**config.mk**
```make
export PLATFORM = sky130hd
export DESIGN_NAME = ascii_xyz_fixed_point_parser_core
export DESIGN_NICKNAME = d
export VERILOG_FILES = /design/src/rtl/core/axfp_pkg.sv /design/src/rtl/core/axfp_value.sv /design/src/rtl/core/axfp_step.sv /design/src/rtl/core/ascii_xyz_fixed_point_parser_core.sv
export SDC_FILE = /design/constraint.sdc
export NUM_CORES = 1
export LEC_CHECK = 0
export ABC_CLOCK_PERIOD_IN_PS = 20100
export BUFFER_PORTS_ARGS = -buffer_cell sky130_fd_sc_hd__buf_2
export CORE_ASPECT_RATIO = 1.1
export CORE_UTILIZATION = 45
export CTS_CLUSTER_DIAMETER = 30
export DETAILED_ROUTE_END_ITERATION = 8
export PLACE_DENSITY = 0.66
export SLEW_MARGIN = 0
export SYNTH_ARGS = -nofsm -noshare
export SYNTH_HDL_FRONTEND = slang
export SYNTH_HIERARCHICAL = 1
export SYNTH_SLANG_ARGS = --single-unit
```
**constraint.sdc**
```tcl
create_clock -name clock -period 20.1 [get_ports clock]
set_input_delay 4.02 -clock clock [delete_from_list [all_inputs] [get_ports clock]]
set_output_delay 4.02 -clock clock [all_outputs]
set_load 0.05 [all_outputs]
```
**src/rtl/core/axfp_pkg.sv**
```systemverilog
package axfp_pkg;

   localparam int ACC_W   = 31;
   localparam int VALUE_W = 32;
   localparam int SCALE_W = 14;

   localparam logic [7:0] CHAR_NUL   = 8'h00;
   localparam logic [7:0] CHAR_LF    = 8'h0A;
   localparam logic [7:0] CHAR_CR    = 8'h0D;
   localparam logic [7:0] CHAR_SPACE = 8'h20;
   localparam logic [7:0] CHAR_MINUS = 8'h2D;
   localparam logic [7:0] CHAR_ZERO  = 8'h30;
   localparam logic [7:0] CHAR_NINE  = 8'h39;

   localparam logic [ACC_W-1:0]   ACC_MAX    = 31'h7FFF_FFFF;
   localparam logic [SCALE_W-1:0] FRAC_SCALE = 14'd10000;

   localparam logic [1:0] COORD_X    = 2'd0;
   localparam logic [1:0] COORD_LAST = 2'd2;

   typedef enum logic [4:0] {
      PH_START = 5'b00001,
      PH_LEAD  = 5'b00010,
      PH_INT   = 5'b00100,
      PH_FRAC  = 5'b01000,
      PH_SEP   = 5'b10000
   } phase_type;

   typedef struct packed {
      phase_type        phase;
      logic             negative;
      logic [ACC_W-1:0] int_acc;
      logic [ACC_W-1:0] frac_acc;
      logic [1:0]       coord;
      logic             ended;
   } parse_state_type;

   function automatic logic is_digit(input logic [7:0] c);
      return (c >= CHAR_ZERO) && (c <= CHAR_NINE);
   endfunction

   // acc * 10 + d, clamped to the largest positive value
   function automatic logic [ACC_W-1:0] acc_digit(input logic [ACC_W-1:0] acc,
                                                   input logic [3:0] d);
      logic [ACC_W+3:0] n;
      n = {1'b0, acc, 3'b000} + {3'b000, acc, 1'b0} + {{ACC_W{1'b0}}, d};
      if (n > {4'd0, ACC_MAX}) begin
         return ACC_MAX;
      end
      return n[ACC_W-1:0];
   endfunction

endpackage

```
**src/rtl/core/axfp_value.sv**
```systemverilog
module axfp_value
   import axfp_pkg::*;
(
   input  parse_state_type            cur,
   output logic signed [VALUE_W-1:0]  fixed_value
);

   logic [ACC_W+SCALE_W-1:0] prod;
   logic [ACC_W+SCALE_W:0]   mag;
   logic [ACC_W-1:0]         mag_sat;
   logic [VALUE_W-1:0]       mag_ext;

   always_comb begin
      prod    = {{SCALE_W{1'b0}}, cur.int_acc} * {{ACC_W{1'b0}}, FRAC_SCALE};
      mag     = {1'b0, prod} + {{(SCALE_W+1){1'b0}}, cur.frac_acc};
      mag_sat = (mag > {{(SCALE_W+1){1'b0}}, ACC_MAX}) ? ACC_MAX : mag[ACC_W-1:0];
      mag_ext = {1'b0, mag_sat};
      fixed_value = cur.negative ? signed'(-mag_ext) : signed'(mag_ext);
   end

endmodule

```
**src/rtl/core/axfp_step.sv**
```systemverilog
module axfp_step
   import axfp_pkg::*;
(
   input  parse_state_type cur,
   input  logic [7:0]      text_byte,
   output parse_state_type nxt,
   output logic            emit
);

   // number start: spaces skipped, optional sign, else into the digits
   function automatic parse_state_type apply_lead(input parse_state_type s,
                                                  input logic [7:0] c);
      parse_state_type r;
      r = s;
      if (c == CHAR_SPACE) begin
         r.phase = PH_LEAD;
      end else begin
         r.negative = (c == CHAR_MINUS);
         r.frac_acc = '0;
         r.int_acc  = '0;
         if (c == CHAR_MINUS) begin
            r.phase = PH_INT;
         end else if (is_digit(c)) begin
            r.int_acc = {{(ACC_W-4){1'b0}}, c[3:0]};
            r.phase   = PH_INT;
         end else begin
            // a non-digit here is the point of a digit-free number
            r.phase = PH_FRAC;
         end
      end
      return r;
   endfunction

   function automatic parse_state_type apply_start(input parse_state_type s,
                                                   input logic [7:0] c);
      parse_state_type r;
      r = s;
      if (c == CHAR_NUL) begin
         r.phase = PH_START;
         r.ended = 1'b1;
      end else begin
         r = apply_lead(s, c);
      end
      return r;
   endfunction

   function automatic parse_state_type apply_sep(input parse_state_type s,
                                                 input logic [7:0] c);
      parse_state_type r;
      r = s;
      if (c inside {CHAR_SPACE, CHAR_CR, CHAR_LF}) begin
         r.phase = PH_SEP;
      end else if (s.coord == COORD_X) begin
         r = apply_start(s, c);
      end else begin
         r = apply_lead(s, c);
      end
      return r;
   endfunction

   parse_state_type after_emit;

   always_comb begin
      nxt  = cur;
      emit = 1'b0;
      after_emit = cur;
      after_emit.coord = (cur.coord >= COORD_LAST) ? COORD_X : cur.coord + 2'd1;
      if (!cur.ended) begin
         case (cur.phase)
            PH_START: begin
               nxt = apply_start(cur, text_byte);
            end
            PH_LEAD: begin
               nxt = apply_lead(cur, text_byte);
            end
            PH_INT: begin
               if (is_digit(text_byte)) begin
                  nxt.int_acc = acc_digit(cur.int_acc, text_byte[3:0]);
               end else begin
                  nxt.phase = PH_FRAC;
               end
            end
            PH_FRAC: begin
               if (is_digit(text_byte)) begin
                  nxt.frac_acc = acc_digit(cur.frac_acc, text_byte[3:0]);
               end else begin
                  // the ending byte also starts the separator
                  emit = 1'b1;
                  nxt  = apply_sep(after_emit, text_byte);
               end
            end
            default: begin
               nxt = apply_sep(cur, text_byte);
            end
         endcase
      end
   end

endmodule

```
**src/rtl/core/ascii_xyz_fixed_point_parser_core.sv**
```systemverilog
// Parses an ASCII x y z point-cloud text stream, one byte per req word, into signed
// numbers scaled by 10000 (32-bit, magnitude saturated to 2147483647), each tagged with
// its coordinate index and an end-of-point flag on the rsp word. One byte is accepted
// every clock unless a value waits on a stalled rsp word; the byte that ends a number
// goes through the input register, and its value through the result register. That rate
// is set by the parse state register, which takes one byte's update per cycle,
// including the fixed-point scale multiply on the terminating byte. A zero byte at the
// start of a point ends the stream; every later byte is taken and dropped until reset.
module ascii_xyz_fixed_point_parser_core
   import axfp_pkg::*;
(
   input  logic                       clock,
   input  logic                       reset,
   input  logic                       req_valid,
   output logic                       req_stall,
   input  logic [7:0]                 req_text_byte,
   output logic                       rsp_valid,
   input  logic                       rsp_stall,
   output logic signed [VALUE_W-1:0]  rsp_fixed_value,
   output logic [1:0]                 rsp_coord_index,
   output logic                       rsp_point_done
);

   logic                      in_valid_ff;
   logic [7:0]                in_byte_ff;
   parse_state_type           state_ff;
   parse_state_type           state_in;
   logic                      out_valid_ff;
   logic signed [VALUE_W-1:0] out_value_ff;
   logic [1:0]                out_coord_ff;
   logic                      out_done_ff;

   logic                      emit;
   logic signed [VALUE_W-1:0] value;
   logic                      out_free;
   logic                      fire;
   logic                      req_take;

   axfp_step u_step (
      .cur       (state_ff),
      .text_byte (in_byte_ff),
      .nxt       (state_in),
      .emit      (emit)
   );

   axfp_value u_value (
      .cur         (state_ff),
      .fixed_value (value)
   );

   assign out_free  = !out_valid_ff || !rsp_stall;
   // a word that yields no value never waits on the output side
   assign fire      = in_valid_ff && (!emit || out_free);
   assign req_stall = in_valid_ff && !fire;
   assign req_take  = req_valid && !req_stall;

   always_ff @(posedge clock) begin
      if (reset) begin
         in_valid_ff <= 1'b0;
      end else if (req_take) begin
         in_valid_ff <= 1'b1;
      end else if (fire) begin
         in_valid_ff <= 1'b0;
      end
   end

   always_ff @(posedge clock) begin
      if (req_take) begin
         in_byte_ff <= req_text_byte;
      end
   end

   always_ff @(posedge clock) begin
      if (reset) begin
         state_ff.phase    <= PH_START;
         state_ff.negative <= 1'b0;
         state_ff.int_acc  <= '0;
         state_ff.frac_acc <= '0;
         state_ff.coord    <= COORD_X;
         state_ff.ended    <= 1'b0;
      end else if (fire) begin
         state_ff <= state_in;
      end
   end

   always_ff @(posedge clock) begin
      if (reset) begin
         out_valid_ff <= 1'b0;
      end else if (fire && emit) begin
         out_valid_ff <= 1'b1;
      end else if (!rsp_stall) begin
         out_valid_ff <= 1'b0;
      end
   end

   always_ff @(posedge clock) begin
      if (fire && emit) begin
         out_value_ff <= value;
         out_coord_ff <= state_ff.coord;
         out_done_ff  <= (state_ff.coord == COORD_LAST);
      end
   end

   assign rsp_valid       = out_valid_ff;
   assign rsp_fixed_value = out_value_ff;
   assign rsp_coord_index = out_coord_ff;
   assign rsp_point_done  = out_done_ff;

endmodule

```
==> results.txt, run 1 <==
Ranked by total cell area, the synthesized netlist is headed by sky130_fd_sc_hd__ha_1 17%, sky130_fd_sc_hd__fa_1 8.7%, sky130_fd_sc_hd__dfxtp_1 7.5%, sky130_fd_sc_hd__edfxtp_1 6.6%, sky130_fd_sc_hd__nand2b_1 5.1%. The buffer count from post-CTS setup fixing came out at 0. The maximum number of pins on one net before global-route repair came out at 145. CTS built an H-tree with a depth of 4. For this design, the CTS-stage hold fixing added 0 buffers. After detailed routing, the average wire length per cell comes to 17.7 um. Setup repair after global routing left no endpoint under its margin. The DRC violations left came out at 0. The number of placed I/O pins came out at 49. The power share of the combinational group came out at 17.3%.

For this configuration, the core starts out at a cell density of 46.0%. The transition time at the pin with the least slew margin is 1.24 ns. The switching power came out at 205 uW. The total vias in the final route came out at 17,600. The number of antenna diodes in the final layout is 0. The leakage power of the design is 0.0100 uW.

The sequential fraction of design power came out at 36.5%. In the final layout, flip-flops and latches occupy 0.00275 mm2. The number of core rows came out at 79. The post-synthesis register bit count came out at 116.

Between clock sinks in the finished design, the worst skew comes to 0.0168 ns. The footprint of the multi-input gates came out at 0.0152 mm2. The post-route clock period utilization is 56.5%. The post-layout worst setup margin came out at 8.75 ns.

The number of CTS-inserted buffers came out at 17. The wire length after detailed routing is 52,700 um. The detail route stage leaves a number of antenna-violating nets equal to 0. Averaged over all synthesized cells, the footprint is 8.03 um2. In the final timing run, aggregate negative setup slack is 0 ns. Once detailed placement completed, the half-perimeter wirelength came to 41,200 um. The number of nets in the layout is 2,765.

The die covers 0.0444 mm2. The placeable core region came out at 0.0426 mm2. Net switching is 29.7% of the power. The synthesized design contains 43 enable-type register cells.

The congestion estimate from routability-driven global placement came to 0.934. By instance count, the cell type seen most on the critical path is sky130_fd_sc_hd__ha_1. The run finished with clean final reports.

The area added between synthesis and finish is 4.96%. After layout, the minimum clock period comes to 11.35 ns. TritonCTS built the clock tree. The count of final hold-check violations came out at 0.

The number of cells in the finished layout apart from fillers is 2,982. The worst-case vdd ir drop came out at 42.1 uV. The kind of launch point of the worst setup path is a flop. The count of distinct cell types in the synthesized netlist came out at 104. After clock tree synthesis, the clock-pin slew on the worst setup and hold paths is 0.06 ns.

On the critical path, the stage with the largest delay is an instance of sky130_fd_sc_hd__fa_1. The global-route congestion overflow total is 0. The most common cell in the synthesized netlist is sky130_fd_sc_hd__ha_1. The highest attainable clock frequency came out at 88.1 MHz. CTS placed an instance of sky130_fd_sc_hd__clkbuf_16 at the clock tree root. Global routing used 24.1% of the available tracks. The internal portion of the total power is 484 uW.

After synthesis, the share of flip-flops with an asynchronous set or reset is 0%. At the worst endpoint, the required time is 20.30 ns. The worst slack at placement came out at 8.98 ns.

The number of cells after detailed placement is 2,950. In this design, the stage delay of the slowest critical-path cell is 0.57 ns. Counting every net in the synthesized netlist gives 2,803. The detailed-router iteration count before antenna repair came out at 6. By count the netlist is led by 266 x sky130_fd_sc_hd__ha_1, 254 x sky130_fd_sc_hd__inv_1, 165 x sky130_fd_sc_hd__nand2_1. The number of antenna violations at the first check in global routing is 1. The final-report max-slew violation count is 0. The clock share of power is 46.2%.

In this run the biggest area consumer among cell types represents 17.0% of the synthesized area. The die is 201 um wide. The post-route netlist has 5.51% of its cells at a drive strength greater than 1. Of all nets on the critical path, the largest fanout is 17. Of all cell types, the one taking the most synthesized area is sky130_fd_sc_hd__ha_1. The number of clock sinks is 116. Of the synthesized area, sequential elements account for 14.1%. The critical path in this run is classified as flop to flop. In this run the worst hold path is classified as flop to flop. The max-capacitance violation count came out at 0. The worst setup path is captured at a flop. The DRC marker count from the first detailed-route iteration is 1,244. The overall power consumption is 689 uW. The power density normalized to cell area is 33.5 mW/mm2. The worst-skew pair later-pin latency came out at 0.46 ns. The total of warnings raised by yosys came out at 6. The wire length of the first global-routing pass came out at 86,900 um.

Among all flip-flop cells after synthesis, the most frequent one is sky130_fd_sc_hd__dfxtp_1. The number of global-route vias before repair was 17,300. The cell area that synthesis handed to floorplanning was 0.0196 mm2.

The die is 221 um tall. The number of gates resized after CTS is 0. The number of port buffers is 48. Counting every instance in the synthesized netlist gives 2,440. The count of filler cells inserted in the layout came out at 4,190. The clock passes through at most 2 buffers. The average via count per standard cell came out at 5.92. Data arrives at the worst endpoint at 11.55 ns.

Setup violations remaining at the end of the flow were counted as 0. The worst-case headroom to the max-slew limit is 17.7%.
[path summary, 6_finish.rpt]
kind                                   from                             to  slack, ns  cells past startpoint
setup / recovery  state_ff[41]$_SDFFE_PP0P_  rsp_fixed_value[30]$_DFFE_PP_       8.75                     42
hold / removal     in_valid_ff$_SDFFE_PP0P_         rsp_valid$_SDFFE_PP0P_       0.54                      2
setup reg to reg  state_ff[41]$_SDFFE_PP0P_  rsp_fixed_value[30]$_DFFE_PP_       8.75                     42
hold reg to reg    in_valid_ff$_SDFFE_PP0P_         rsp_valid$_SDFFE_PP0P_       0.54                      2
[critical path: cells and delay by family (launching register included)]
kind                       cells  cell delay (ns)
and+or+nand+nor               15             3.63
AOI/OAI and AO/OA             14             3.22
adders and majority gates      8             3.10
DFF                            1             0.52
buffers and inverters          4             0.33
xor gates and xnor gates       1             0.27
[cell families after synthesis]
logic type,count (synthesis),share of synthesized area [%]
AOI/OAI and AO/OA,633,22.1
xor gates and xnor gates,105,4.70
adders and majority gates,351,25.7
buffers and inverters,369,8.27
DFF,116,14.1
muxes,90,4.63
and+or+nand+nor,776,20.6
[through the flow]
| stage | utilization, % | hold WS, ns | cell area (um2) |
|---|---|---|---|
| 3_5_place_dp | 46.9 | 0.527 | 20000 |
| 2_1_floorplan | - | 0.449 | 19600 |
| 4_1_cts | 48.2 | 0.542 | 20600 |
| 5_1_grt | 48.2 | 0.578 | 20600 |
| 3_3_place_gp | 46.9 | 0.506 | 20000 |
| 6_report | 48.2 | 0.542 | 20600 |
[power groups by stage]
stage	combinational (uW)	sequential, uW	clock (uW)
finish	119	252	318
CTS	119	251	325
floorplan	97.5	255	0
global placement	116	256	0
detailed placement	118	257	0
global route	132	252	333
[layout make-up]
type                       instances  share of cell area, %
multi-input combinational       1955                   74.1
sequential                       116                   13.4
inverter                         254                   4.64
tap                              567                   3.45
clock buffer                      19                   2.11
timing repair buffer              58                   1.53
clock inverter                    13                  0.773
[layer usage]
layer | share of wire (%) | vias to the layer above | track usage (%) | routed length [um]
met2 | 49 | 423 | 43.1 | 25700
met1 | 44 | 8480 | 29.5 | 23200
met5 | 0 | - | 0 | 0
met3 | 4.0 | 72 | 2.64 | 2110
met4 | 3.2 | 0 | 9.80 | 1670
li1 | - | 8667 | - | -
[cells in the final DEF, fill, tap and decap left out, drive strengths merged, types with 78 or more instances in the layout]
cell type | Yosys | routed
fa | 85 | 85
nor3 | 78 | 78
nor2 | 154 | 154
inv | 254 | 255
a21oi | 165 | 165
nand2b | 160 | 160
ha | 266 | 266
o21ai | 118 | 118
mux2i | 86 | 86
nand2 | 167 | 167
[state kept, by name, summed over array words and instances (netlist names)]
signal	count
rsp_coord_index	2
rsp_fixed_value	32
state_ff	71
in_byte_ff	8
in_valid_ff	1
rsp_point_done	1
rsp_valid	1
No activity file was read; power rests on OpenSTA's default activity.
==> run 2: changes to the inputs <==
--- a/config.mk
+++ b/config.mk
@@ -5,7 +5,7 @@
 export SDC_FILE = /design/constraint.sdc
 export NUM_CORES = 1
 export LEC_CHECK = 0
-export ABC_CLOCK_PERIOD_IN_PS = 20100
+export ABC_CLOCK_PERIOD_IN_PS = 11750
 export BUFFER_PORTS_ARGS = -buffer_cell sky130_fd_sc_hd__buf_2
 export CORE_ASPECT_RATIO = 1.1
 export CORE_UTILIZATION = 45
==> constraint.sdc (replaced) <==
create_clock -name clock -period 11.75 [get_ports clock]
set_input_delay 2.35 -clock clock [delete_from_list [all_inputs] [get_ports clock]]
set_output_delay 2.35 -clock clock [all_outputs]
set_load 0.05 [all_outputs]
==> run 2 against run 1 <==
First-iteration DRC count decreased by 15%; final cell count rose by 0.13%; critical path depth unchanged; routed wire length rose by 0.64%; maximum frequency increased by 3.9%; sequential power is 70% higher; via count down 0.56%; sequential cell count is the same.
==> results.txt, run 2 (same netlist as run 1, synthesis figures left out) <==
The clock period minus worst slack came out at 10.93 ns. Leaving out fill and tap cells, the most frequent cell in the layout is sky130_fd_sc_hd__ha_1. The post-route setup TNS came out at 0 ns. Following the worst setup path forward leads to its endpoint at rsp_fixed_value[30]$_DFFE_PP_. For this run, the top clock speed supported by timing is 91.5 MHz. The flip-flop count of the largest register after layout came out at 71.

For this block, the initial DRC count from the detailed router was 1,057. The total routing usage reported by global routing came out at 24.1%. The detailed-router iteration count before antenna repair is 5. The number of antenna violations at the first check in global routing is 0. The power density normalized to cell area came out at 58.3 mW/mm2. The antenna diode count came out at 0. The leakage power of the design came out at 0.0101 uW. The transition time at the pin with the least slew margin is 1.17 ns. The initial utilization of the core area, before any placement, comes to 46.0%. Grouping stages by cell kind, the critical path spends the most delay in simple AND/OR/NAND/NOR gates.

The number of global-route vias before repair is 17,200. The die width is 201 um. The number of clock sinks is 116.

The path type of the worst setup path is flop to flop. The count of filler cells inserted in the layout came out at 4,177. The first element of the critical path is state_ff[42]$_SDFFE_PP0P_. TritonCTS created 17 clock buffers. The DRC violations left is 0. The slack of the worst reg-to-reg path is 0.82 ns.

The data required time at the worst endpoint came out at 11.94 ns. Global routing used 29.4% of the available met1 tracks. The total vias in the final route is 17,500. The run finished with clean final reports. Once detailed placement completed, the half-perimeter wirelength came to 41,200 um. The wire length of the first global-routing pass is 86,900 um. After detailed routing, the average wire length per cell comes to 17.8 um. The met2 usage is 43.3%. The area added between synthesis and finish came out at 5.35%. The number of port buffers came out at 48. Among the stages of the critical path, the cell type that occurs most often is sky130_fd_sc_hd__ha_1. Measured against its own limit, the worst slew margin works out to 21.9%. The number of nets in the layout came out at 2,769. The count of final hold-check violations is 0. The sort of element at the end of the critical path is a flop.

The logic depth of the worst setup path including buffers came out at 42. After detailed routing, the number of vias per cell comes to 5.88. The min-delay analysis places its worst path in the category flop to flop.

The largest single stage delay on the critical path is 0.53 ns. Leaving out fill and tap cells, the most frequent cells in the layout are 266 x sky130_fd_sc_hd__ha_1, 254 x sky130_fd_sc_hd__inv_1, 165 x sky130_fd_sc_hd__nand2_1. The clock transition at the registers of the reported paths is 0.06 ns. Along the worst path, the maximum fanout reaches 17. The largest register by flop count is state_ff. The layout cell share with drive strength beyond 1 is 5.70%. The number of levels the H-tree was split into is 4.

TritonCTS built the clock tree. At the end of routability-driven placement, the weighted congestion stood at 0.943. The final antenna-violating net count came out at 0. CTS placed an instance of sky130_fd_sc_hd__clkbuf_16 at the clock tree root.

The data arrival time of the critical path is 11.12 ns. On the critical path, the stage with the largest delay is an instance of sky130_fd_sc_hd__dfxtp_1. Dividing the final minimum period by the clock period gives 93.0%. The met3 routing resource usage after global routing came out at 2.43%. The global-route congestion overflow total came out at 0. The number of gates resized after CTS was 0. The number of setup buffers added after CTS is 0.

The die height came out at 221 um. The number of failing setup endpoints in the final timing report came out at 0. Setup repair after global routing left no endpoint under its margin. IR analysis of the VDD net gives a maximum drop of 82.3 uV. The worst-skew pair later-pin latency is 0.46 ns. The critical path contains buffers and inverters numbering 4 combined. The die covers 0.0444 mm2. The core region is 0.0426 mm2. The number of placed I/O pins came out at 49. STA classifies the critical path startpoint as a flop. The wire length after detailed routing came out at 53,000 um.

The total of hold buffers inserted after clock tree synthesis is 0. The final clock skew came out at 0.0198 ns. The worst register-to-register path begins at state_ff[42]$_SDFFE_PP0P_. The number of cells in the finished layout apart from fillers is 2,986. The final-report max-slew violation count came out at 0.

Counting tap cells, the placed design contains a total of 2,954 instances. The max-capacitance violation count came out at 0. Row generation in the floorplan step produced 79 rows. The number of buffers on the longest clock path is 2. In this run the critical register-to-register path is captured at rsp_fixed_value[30]$_DFFE_PP_. In this run the most used layer during global routing was met2. The number of cells on the worst reg-to-reg path came out at 42. Entering global routing, the biggest net connects 145 pins.
[run 2: metrics by stage]
stage	util (%)	instance area, um2	power, uW	hold slack [ns]	worst slack [ns]
2_1_floorplan	-	19600	603	0.449	1.77
3_3_place_gp	46.9	20000	636	0.507	0.960
3_5_place_dp	46.9	20000	639	0.532	0.616
4_1_cts	48.4	20600	1210	0.542	0.546
5_1_grt	48.4	20600	1250	0.587	0.0128
6_report	48.4	20600	1200	0.540	0.824
[run 2: layout make-up]
class                           instances  area [um2]  share of cell area (%)
Multi-Input combinational cell       1955       15300                    74.0
Clock inverter                         14         184                   0.892
Clock buffer                           18         429                    2.08
Sequential cell                       116        2750                    13.3
Timing Repair Buffer                   62         345                    1.67
Tap cell                              567         709                    3.44
Inverter                              254         953                    4.62
[run 2: where the power goes]
| part | total, uW | switching, uW | internal [uW] |
|---|---|---|---|
| Combinational | 208 | 133 | 75.1 |
| Clock | 566 | 213 | 353 |
| Sequential | 429 | 7.11 | 422 |
| Total | 1200 | 353 | 850 |
[run 2: metal layers]
metal	routed length, um	part of all wire, %
met1	23800	45
met2	26000	49
met3	1690	3.2
met4	1600	3.0
met5	0	0
[run 2: worst min path at each step]
stage	from	to	slack (ns)	depth (start not counted)
CTS	in_valid_ff$_SDFFE_PP0P_	in_valid_ff$_SDFFE_PP0P_	0.54	2
detailed placement	in_valid_ff$_SDFFE_PP0P_	in_valid_ff$_SDFFE_PP0P_	0.53	2
global route	in_valid_ff$_SDFFE_PP0P_	in_valid_ff$_SDFFE_PP0P_	0.59	2
finish	in_valid_ff$_SDFFE_PP0P_	in_valid_ff$_SDFFE_PP0P_	0.54	2
global placement	in_valid_ff$_SDFFE_PP0P_	rsp_valid$_SDFFE_PP0P_	0.51	2
floorplan	state_ff[68]$_SDFFE_PP0P_	state_ff[68]$_SDFFE_PP0P_	0.45	2
[run 2: worst min-delay path: cells and delay by family, from the launching register on]
kind | cells | cell delay [ns]
AO/OA/AOI/OAI | 1 | 0.07
AND/OR/NAND/NOR | 1 | 0.10
flip-flops | 1 | 0.32
==> run 3: changes to the inputs <==
--- a/config.mk
+++ b/config.mk
@@ -5,7 +5,7 @@
 export SDC_FILE = /design/constraint.sdc
 export NUM_CORES = 1
 export LEC_CHECK = 0
-export ABC_CLOCK_PERIOD_IN_PS = 11750
+export ABC_CLOCK_PERIOD_IN_PS = 12900
 export BUFFER_PORTS_ARGS = -buffer_cell sky130_fd_sc_hd__buf_2
 export CORE_ASPECT_RATIO = 1.1
 export CORE_UTILIZATION = 45
==> constraint.sdc (replaced) <==
create_clock -name clock -period 12.9 [get_ports clock]
set_input_delay 2.58 -clock clock [delete_from_list [all_inputs] [get_ports clock]]
set_output_delay 2.58 -clock clock [all_outputs]
set_load 0.05 [all_outputs]
==> run 3 against run 2 <==
Final cell count decreased by 0.13%; setup slack improved by 0.79 ns; register-to-register slack improved by 0.79 ns; combinational power decreased by 11%; sequential power decreased by 8.6%; clock-buffer cell count unchanged; total power decreased by 10%; die area unchanged.
==> results.txt, run 3 (same netlist as run 1, synthesis figures left out) <==
The flow ran to the end, and the final reports show no timing, DRC or antenna violations. The number of clock sinks came out at 116. Entering global routing, the biggest net connects 145 pins. The area added between synthesis and finish came out at 5.00%. The overall power consumption came out at 1080 uW. The cell that appears most often on the critical path is sky130_fd_sc_hd__ha_1. The worst setup path is captured at a flop.

The die covers 0.0444 mm2. The initial utilization of the core area, before any placement, comes to 46.0%. In the layout the commonest cells are 266 x sky130_fd_sc_hd__ha_1, 254 x sky130_fd_sc_hd__inv_1, 165 x sky130_fd_sc_hd__nand2_1.

The clock tree synthesis step divided the H-tree into 4 levels. The largest register by flop count is state_ff. OpenSTA, run right after detailed placement, puts the worst setup slack at 1.81 ns. The path type of the worst setup path is flop to flop. The wire length per cell after detailed routing is 17.7 um. In this run the static leakage power is 0.0100 uW. TritonCTS built the clock tree.

The number of antenna violations at the first check in global routing came out at 0. Setup repair after global routing left no endpoint under its margin. Data on the critical path is required at its endpoint by 13.09 ns. Detailed routing inserted a total of 17,600 vias. After the first detailed-routing iteration, the DRC count stood at 1,109.

The transition time at the pin with the least slew margin is 1.20 ns. The power density normalized to cell area came out at 52.4 mW/mm2. The antenna diode count is 0. The layout cell share with drive strength beyond 1 came out at 5.47%. The kind of launch point of the worst setup path is a flop. The worst path uses 87.5% of the clock period. The total area inside the core boundary comes to 0.0426 mm2.

The wire length after detailed routing came out at 52,800 um. In this run, CTS created clock tree buffers numbering 17. Row generation in the floorplan step produced 79 rows. The DRC violations left came out at 0.

The post-layout utilization of the core came out at 48.3%. The number of buffers on the longest clock path is 2. The post-route setup TNS is 0 ns. The detailed-router iteration count before antenna repair came out at 6.

The largest fanout on the critical path came out at 17. The final-report max-slew violation count was 0. The worst-case headroom to the max-slew limit is 20.3%. The worst-case vdd ir drop came out at 68.2 uV. Leaving out fill and tap cells, the most frequent cell in the layout is sky130_fd_sc_hd__ha_1. The worst hold margin is 0.545 ns. The clock root buffer master is sky130_fd_sc_hd__clkbuf_16.

In the global route stage, overall resource usage came out at 24.1%. On the final layout, the worst clock skew is 0.0150 ns. The first global-routing pass estimated 86,900 um of wire. The max-capacitance violation count is 0. The data arrival time of the critical path came out at 11.48 ns. The die width came out at 201 um. The worst-skew pair later-pin latency came out at 0.45 ns. Based on the critical path, the design can be clocked at up to 88.6 MHz. The global-route congestion overflow total came out at 0. The global placement routability congestion came out at 0.938. The average via count per standard cell is 5.90. The flip-flop count of the largest register after layout is 71. 49 I/O pins were placed. The die is 221 um tall. On the critical path, the stage with the largest delay is an instance of sky130_fd_sc_hd__fa_1. After layout, the worst setup slack is 1.61 ns.

The number of nets in the layout came out at 2,765. The number of failing setup endpoints in the final timing report came out at 0. The half-perimeter wire length of the detailed placement result came out at 41,300 um. The number of gates resized after CTS was 0.

Post-CTS timing repair inserted 0 buffers for setup. The number of port buffers is 48. The number of global-route vias before repair is 17,200. The total of hold buffers inserted after clock tree synthesis is 0. The clock period minus worst slack came out at 11.29 ns. The final antenna-violating net count is 0. The clock transition at the registers of the reported paths came out at 0.06 ns. The path class of the tightest hold or removal check is flop to flop. The stage delay of the slowest cell on the critical path is 0.57 ns. The count of final hold-check violations is 0.
==> run 3: critical path: cells and delay by family, from the launching register on <==
kind	cells	cell delay, ns
AND/OR/NAND/NOR	15	3.59
AO/OA/AOI/OAI	14	3.22
adder cells (fa/ha/maj)	8	3.12
flip-flops	1	0.51
buffers and inverters	4	0.33
XOR/XNOR	1	0.29
==> run 3: cell type report <==
class                           count  area (um2)
Clock buffer                       18         439
Sequential cell                   116        2750
Tap cell                          567         709
Clock inverter                     14         160
Multi-Input combinational cell   1955       15200
Inverter                          254         953
Timing Repair Buffer               58         315
Fill cell                        4095       22000
==> run 3: power breakdown <==
| group | total, uW | leakage, uW | internal [uW] | switching [uW] |
|---|---|---|---|---|
| Sequential | 392 | 0.00105 | 384 | 7.80 |
| Combinational | 186 | 0.00871 | 67.6 | 119 |
| Clock | 500 | 0.000286 | 306 | 193 |
==> run 3: final timing paths <==
check,startpoint,endpoint,slack (ns),cells past startpoint
worst max-delay path,state_ff[41]$_SDFFE_PP0P_,rsp_fixed_value[30]$_DFFE_PP_,1.61,42
worst min register to register,in_valid_ff$_SDFFE_PP0P_,in_valid_ff$_SDFFE_PP0P_,0.54,2
worst max register to register,state_ff[41]$_SDFFE_PP0P_,rsp_fixed_value[30]$_DFFE_PP_,1.61,42
worst min-delay path,in_valid_ff$_SDFFE_PP0P_,in_valid_ff$_SDFFE_PP0P_,0.54,2
==> run 3: layer usage <==
layer	share of wire (%)	wire length, um	GRT usage, %
met3	3.2	1670	2.28
met2	49	26000	43.5
met5	0	0	0
met1	44	23400	29.1
met4	3.4	1770	10.5
==> run 3: through the flow <==
stage / instance area [um2] / std cells
after floorplan: 19600 / 2440
after global placement: 20000 / 2950
after detailed placement: 20000 / 2950
after CTS: 20600 / 2982
after global routing: 20600 / 2982
final: 20600 / 2982
